==> config.mk <==
export PLATFORM = sky130hd
export DESIGN_NAME = sarc_ctrl
export DESIGN_NICKNAME = d
export VERILOG_FILES = /design/src/rtl/sarc_pkg.sv /design/src/rtl/sarc_ctrl.sv
export SDC_FILE = /design/constraint.sdc
export NUM_CORES = 1
export LEC_CHECK = 0
export BUFFER_PORTS_ARGS = -buffer_cell sky130_fd_sc_hd__buf_2
export CORE_AREA = 5 5 42 44
export CTS_CLUSTER_DIAMETER = 30
export DETAILED_ROUTE_END_ITERATION = 10
export DIE_AREA = 0 0 47 49
export PLACE_DENSITY = 0.55
export SLEW_MARGIN = 20
export SYNTH_ARGS = -nofsm -noshare
export SYNTH_HDL_FRONTEND = slang
export SYNTH_SLANG_ARGS = --single-unit
==> constraint.sdc <==
create_clock -name clk -period 2.4 [get_ports clk]
set_input_delay 0.36 -clock clk [delete_from_list [all_inputs] [get_ports clk]]
set_output_delay 0.36 -clock clk [all_outputs]
set_load 0.05 [all_outputs]
==> src/rtl/sarc_pkg.sv <==
// Shared types, codes and constants of the sensor average, reject and calibrate block.
package sarc_pkg;

  localparam int WINDOW_DEF      = 10;
  localparam int SAMPLE_BITS_DEF = 16;

  localparam int RAW_W      = 16;
  localparam int TEMP_W     = 14;
  localparam int NF_W       = 16;
  localparam int TC_W       = 16;
  localparam int GAIN_W     = 32;
  localparam int OFFSET_W   = 32;
  localparam int CONC_W     = 32;
  localparam int AVG_W      = 16;
  localparam int STATUS_W   = 2;
  localparam int CFG_IDX_W  = 3;
  localparam int CFG_DATA_W = 32;
  localparam int IN_DATA_W  = 32;
  localparam int OUT_DATA_W = 48;

  localparam logic [TEMP_W-1:0]          REF_TEMP       = 14'd3700;
  localparam logic [TEMP_W-1:0]          LIMIT_RESET    = 14'd200;
  localparam logic [NF_W-1:0]            NOISE_RESET    = 16'd3277;
  localparam logic signed [TC_W-1:0]     COEFF_RESET    = 16'sd1678;
  localparam logic signed [GAIN_W-1:0]   GAIN_RESET     = 32'sd65536;
  localparam logic signed [OFFSET_W-1:0] OFFSET_RESET   = 32'sd0;
  localparam logic signed [31:0]         FACTOR_ONE     = 32'sh0100_0000;

  typedef enum logic [CFG_IDX_W-1:0] {
    REG_TEMP_STEP_LIMIT = 3'd0,
    REG_NOISE_FRACTION  = 3'd1,
    REG_TEMP_COEFF      = 3'd2,
    REG_CAL_GAIN        = 3'd3,
    REG_CAL_OFFSET      = 3'd4
  } cfg_reg_t;

  typedef enum logic [STATUS_W-1:0] {
    ST_OK       = 2'd0,
    ST_UNSTABLE = 2'd1,
    ST_NOISY    = 2'd2
  } status_t;

  typedef enum logic [3:0] {
    S_IDLE,
    S_TEMP,
    S_READ,
    S_DIV,
    S_NOISE,
    S_MULHI,
    S_MULLO,
    S_SUM,
    S_EMIT
  } state_t;

  typedef struct packed {
    logic capture;
    logic temp_ok;
    logic ring_upd;
    logic mul_comp;
    logic mul_hi;
    logic mul_lo;
    logic set_unstable;
    logic set_noisy;
    logic set_ok;
    logic load_out;
  } cmd_t;

  typedef struct packed {
    logic temp_bad;
    logic div_done;
    logic noisy;
    logic out_free;
  } sts_t;

endpackage

==> src/rtl/sarc_ctrl.sv <==
// Controller state machine sequencing one item through the datapath.
module sarc_ctrl (
  input  logic          clk,
  input  logic          rst,
  input  logic          s_tvalid,
  output logic          s_tready,
  input  sarc_pkg::sts_t sts,
  output sarc_pkg::cmd_t cmd
);

  import sarc_pkg::*;

  state_t state;
  state_t state_next;

  always_ff @(posedge clk) begin
    if (rst) begin
      state <= S_IDLE;
    end else begin
      state <= state_next;
    end
  end

  always_comb begin
    state_next = state;
    unique case (state)
      S_IDLE:  if (s_tvalid) state_next = S_TEMP;
      S_TEMP:  state_next = sts.temp_bad ? S_EMIT : S_READ;
      S_READ:  state_next = S_DIV;
      S_DIV:   if (sts.div_done) state_next = S_NOISE;
      S_NOISE: state_next = sts.noisy ? S_EMIT : S_MULHI;
      S_MULHI: state_next = S_MULLO;
      S_MULLO: state_next = S_SUM;
      S_SUM:   state_next = S_EMIT;
      S_EMIT:  if (sts.out_free) state_next = S_IDLE;
      default: state_next = S_IDLE;
    endcase
  end

  always_comb begin
    cmd      = '0;
    s_tready = 1'b0;
    unique case (state)
      S_IDLE: begin
        s_tready    = 1'b1;
        cmd.capture = s_tvalid;
      end
      S_TEMP: begin
        cmd.set_unstable = sts.temp_bad;
        cmd.temp_ok      = !sts.temp_bad;
      end
      S_READ:  cmd.ring_upd = 1'b1;
      S_DIV:   ;
      S_NOISE: begin
        cmd.set_noisy = sts.noisy;
        cmd.mul_comp  = !sts.noisy;
      end
      S_MULHI: cmd.mul_hi   = 1'b1;
      S_MULLO: cmd.mul_lo   = 1'b1;
      S_SUM:   cmd.set_ok   = 1'b1;
      S_EMIT:  cmd.load_out = sts.out_free;
      default: ;
    endcase
  end

  assert property (@(posedge clk) disable iff (rst)
    cmd.set_ok |-> $past(cmd.mul_lo) && $past(cmd.mul_hi, 2))
    else $error("calibration sum without both partial products");

  assert property (@(posedge clk) disable iff (rst)
    cmd.ring_upd |-> $past(cmd.temp_ok))
    else $error("ring update without a passed temperature check");

endmodule

==> impl_metrics.env <==
export IMPL_h_tree_depth=1
export IMPL_die_w_um=47
export IMPL_number_of_antenna_violations_at_the_first_check_in_global_routing=0
export IMPL_cp_data_required_time_ps=2040
export IMPL_n_antenna_cell=0
export IMPL_max_vdd_ir_drop_mv=0.239
export IMPL_viasPerCell=5.13
export IMPL_comb_power_share_pct=43.1
export IMPL_clock_sink_count=4
export IMPL_crit_path_top_delay_cell="sky130_fd_sc_hd__dfxtp_1"
export IMPL_setup_worst_path_end_class="output pin"
export IMPL_remaining_drc_errors=0
export IMPL_grt_pass1_vias=352
export IMPL_max_cap_violations=0
export IMPL_final_setup_tns_ps=0
export IMPL_met3_wl_post_dr_um=65
export IMPL_maxUsedRoutingLayer="met3"
export IMPL_seq_power_share_pct=29.1
export IMPL_clk_insertion_delay_late_ps=230
export IMPL_mostFrequentLayoutCell="sky130_fd_sc_hd__buf_2"
export IMPL_worst_pin_slew_ps=449
export IMPL_critical_path_max_fanout=12
export IMPL_n_fill_cell=170
export IMPL_biggestRegsByFlops="state: 4 flops"
export IMPL_number_of_nets_in_the_final_layout=73
export IMPL_drt_pass1_iterations=4
export IMPL_timing_critical_path_slowest_cell_delay_ps=420
export IMPL_global_route_wire_length_before_repair_mm=1.46
export IMPL_crit_path_start_kind="flip-flop"
export IMPL_wl_per_cell_um=12.0
export IMPL_timing_final_hold_violations=0
export IMPL_number_of_placement_rows=14
export IMPL_yosys_area_top_type="sky130_fd_sc_hd__dfxtp_1"
export IMPL_cts_buffer_depth=2
export IMPL_p_sw_share_pct=41.0
export IMPL_synth_area_per_cell_um2=7.97
export IMPL_globalRoute_totalOverflow=0
export IMPL_fmax_mhz=522
export IMPL_final_antenna_net_count=0
export IMPL_post_route_cell_area_um2=493
export IMPL_tritoncts="yes"
export IMPL_cp_data_arrival_time_ps=1560
export IMPL_synth_warnings=0
export IMPL_fraction_of_final_layout_cells_sized_beyond_drive_strength_1_pct=42.2
export IMPL_drt_total_wl_um=963
export IMPL_root_buffer="sky130_fd_sc_hd__clkbuf_4"
export IMPL_mappedNetlistNets=53
export IMPL_run_status="complete, no violations"
export IMPL_timing_clock_skew_ps=0.454
export IMPL_relSlewSlack_pct=70.0
export IMPL_ys_ff_latch=4
export IMPL_placement_io_buffers=17
export IMPL_worst_hold_path_type="in2reg"
export IMPL_syn_inst=46
export IMPL_registers_top_by_ff_count="state"
export IMPL_synth_sequential_area_ratio_pct=21.8
export IMPL_cellInternalPower_uw=169
export IMPL_commonest_non_fill_non_tap_cells_in_the_layout="sky130_fd_sc_hd__buf_2 (17), sky130_fd_sc_hd__nor2_1 (6), sky130_fd_sc_hd__nand2b_1 (4), sky130_fd_sc_hd__dfxtp_1 (4), sky130_fd_sc_hd__clkbuf_4 (3)"
export IMPL_wl_met1_um=434
export IMPL_detailedRoute_firstIterationViolations=5
export IMPL_place_hpwl_um=743
export IMPL_cts_hold_buffers=0
export IMPL_clk_pin_slew_worst_paths_ps=30
export IMPL_timing_setup_critical_path_class="reg2out"
export IMPL_routabilityCongestion=0.764
export IMPL_synth_cell_area_um2=367
export IMPL_placement_cell_area_um2=470
export IMPL_timing_final_crit_share_pct=79.9
export IMPL_final_max_slew_violation_count=0
export IMPL_path_cells="nand2b_1 > nor4b_2 > buf_2"
export IMPL_setup_repair_after_global_routing_missed_its_margin="no"
export IMPL_period_needed_ps=1920
export IMPL_cts_repair_resized=0
export IMPL_top_level_ports=18
export IMPL_power_density_nw_per_um2=582
export IMPL_placeableCoreArea_um2=1400
export IMPL_synth_top_area_share_pct=21.8
export IMPL_clock_power_share_pct=27.8
export IMPL_growth_of_design_area_from_synthesis_to_finish_pct=34.5
export IMPL_aggregate_global_route_resource_usage_pct=8.44
export IMPL_largest_register_ff_count=4
export IMPL_finalSetupViolations=0
export IMPL_p_switching_uw=118
export IMPL_power_leakage_nw=0.213
export IMPL_synth_cell_types=28
export IMPL_post_cts_setup_buffers=0
export IMPL_die_height_um=49
export IMPL_met2_length_um=464
export IMPL_synth_top_cells_by_area="sky130_fd_sc_hd__dfxtp_1 (22%), sky130_fd_sc_hd__nand2b_1 (6.8%), sky130_fd_sc_hd__nor2_1 (6.1%)"
export IMPL_grt_max_degree=15
export IMPL_fp_dieArea_um2=2300
export IMPL_floorplan_initialDensity_pct=26.2
export IMPL_numCtsBuffers=3
export IMPL_route_vias_total=410
-- synth_stat cells, drive strengths merged --
cell,n
a21oi,2
nor4b,2
nor3,2
o21bai,1
nand2b,4
a2bb2oi,1
o21ai,2
nor2,6
and2,1
nand4b,1
buf,4
and3b,1
or3,1
nor4,4
nor2b,1
a31oi,1
nand3,1
nand3b,2
nand2,1
dfxtp,4
o32ai,1
and4b,1
a211o,1
a21boi,1
-- layout make-up --
type	count	area, um2	area share (%)
clock buffers	3	22.5	4.57
multi-input cells	38	270	54.8
well taps	16	20.0	4.06
repair buffers	19	100	20.3
flip-flops and latches	4	80.1	16.2
-- layer usage --
metal / up-vias / global-route usage, %
li1: 210 / -
met1: 190 / 10.3
met2: 10 / 13.6
met3: 0 / 1.48
met4: 0 / 4.15
met5: - / 0
-- path summary, 6_finish.rpt --
check,end,startpoint,cells after the start,slack [ps]
worst max register to register,state[2],state[1],3,1120
worst min-delay path,state[1],rst,2,390
worst min register to register,state[0],state[0],3,650
worst max-delay path,cmd[2],state[3],3,480
-- cell families after synthesis --
kind of cell,share of synthesized area [%]
DFF,21.8
and+or+nand+nor,49.8
AOI/OAI and AO/OA,20.5
buffers and inverters,7.85
-- worst max-delay path: cells and delay by family (launching register included) --
family	cells	cell delay, ps
buf+inv	1	300
flops	1	420
simple gates	2	600
-- through the flow --
stage	hold slack, ps	total power [mW]	worst slack, ps	utilization, %	std cells
2_1_floorplan	437	0.181	5.36	-	46
3_3_place_gp	616	0.209	716	33.6	77
3_5_place_dp	619	0.209	732	33.6	77
4_1_cts	374	0.294	478	35.2	80
5_1_grt	410	0.304	396	35.2	80
6_report	388	0.287	483	35.2	80
-- power groups by stage --
stage | combinational [mW] | clock (mW) | sequential, mW
after floorplan | 0.103 | 0 | 0.0784
after global placement | 0.124 | 0 | 0.0850
after detailed placement | 0.124 | 0 | 0.0844
after CTS | 0.125 | 0.0860 | 0.0833
after global routing | 0.132 | 0.0873 | 0.0848
final | 0.124 | 0.0797 | 0.0836
No activity file was read; power rests on OpenSTA's default activity.
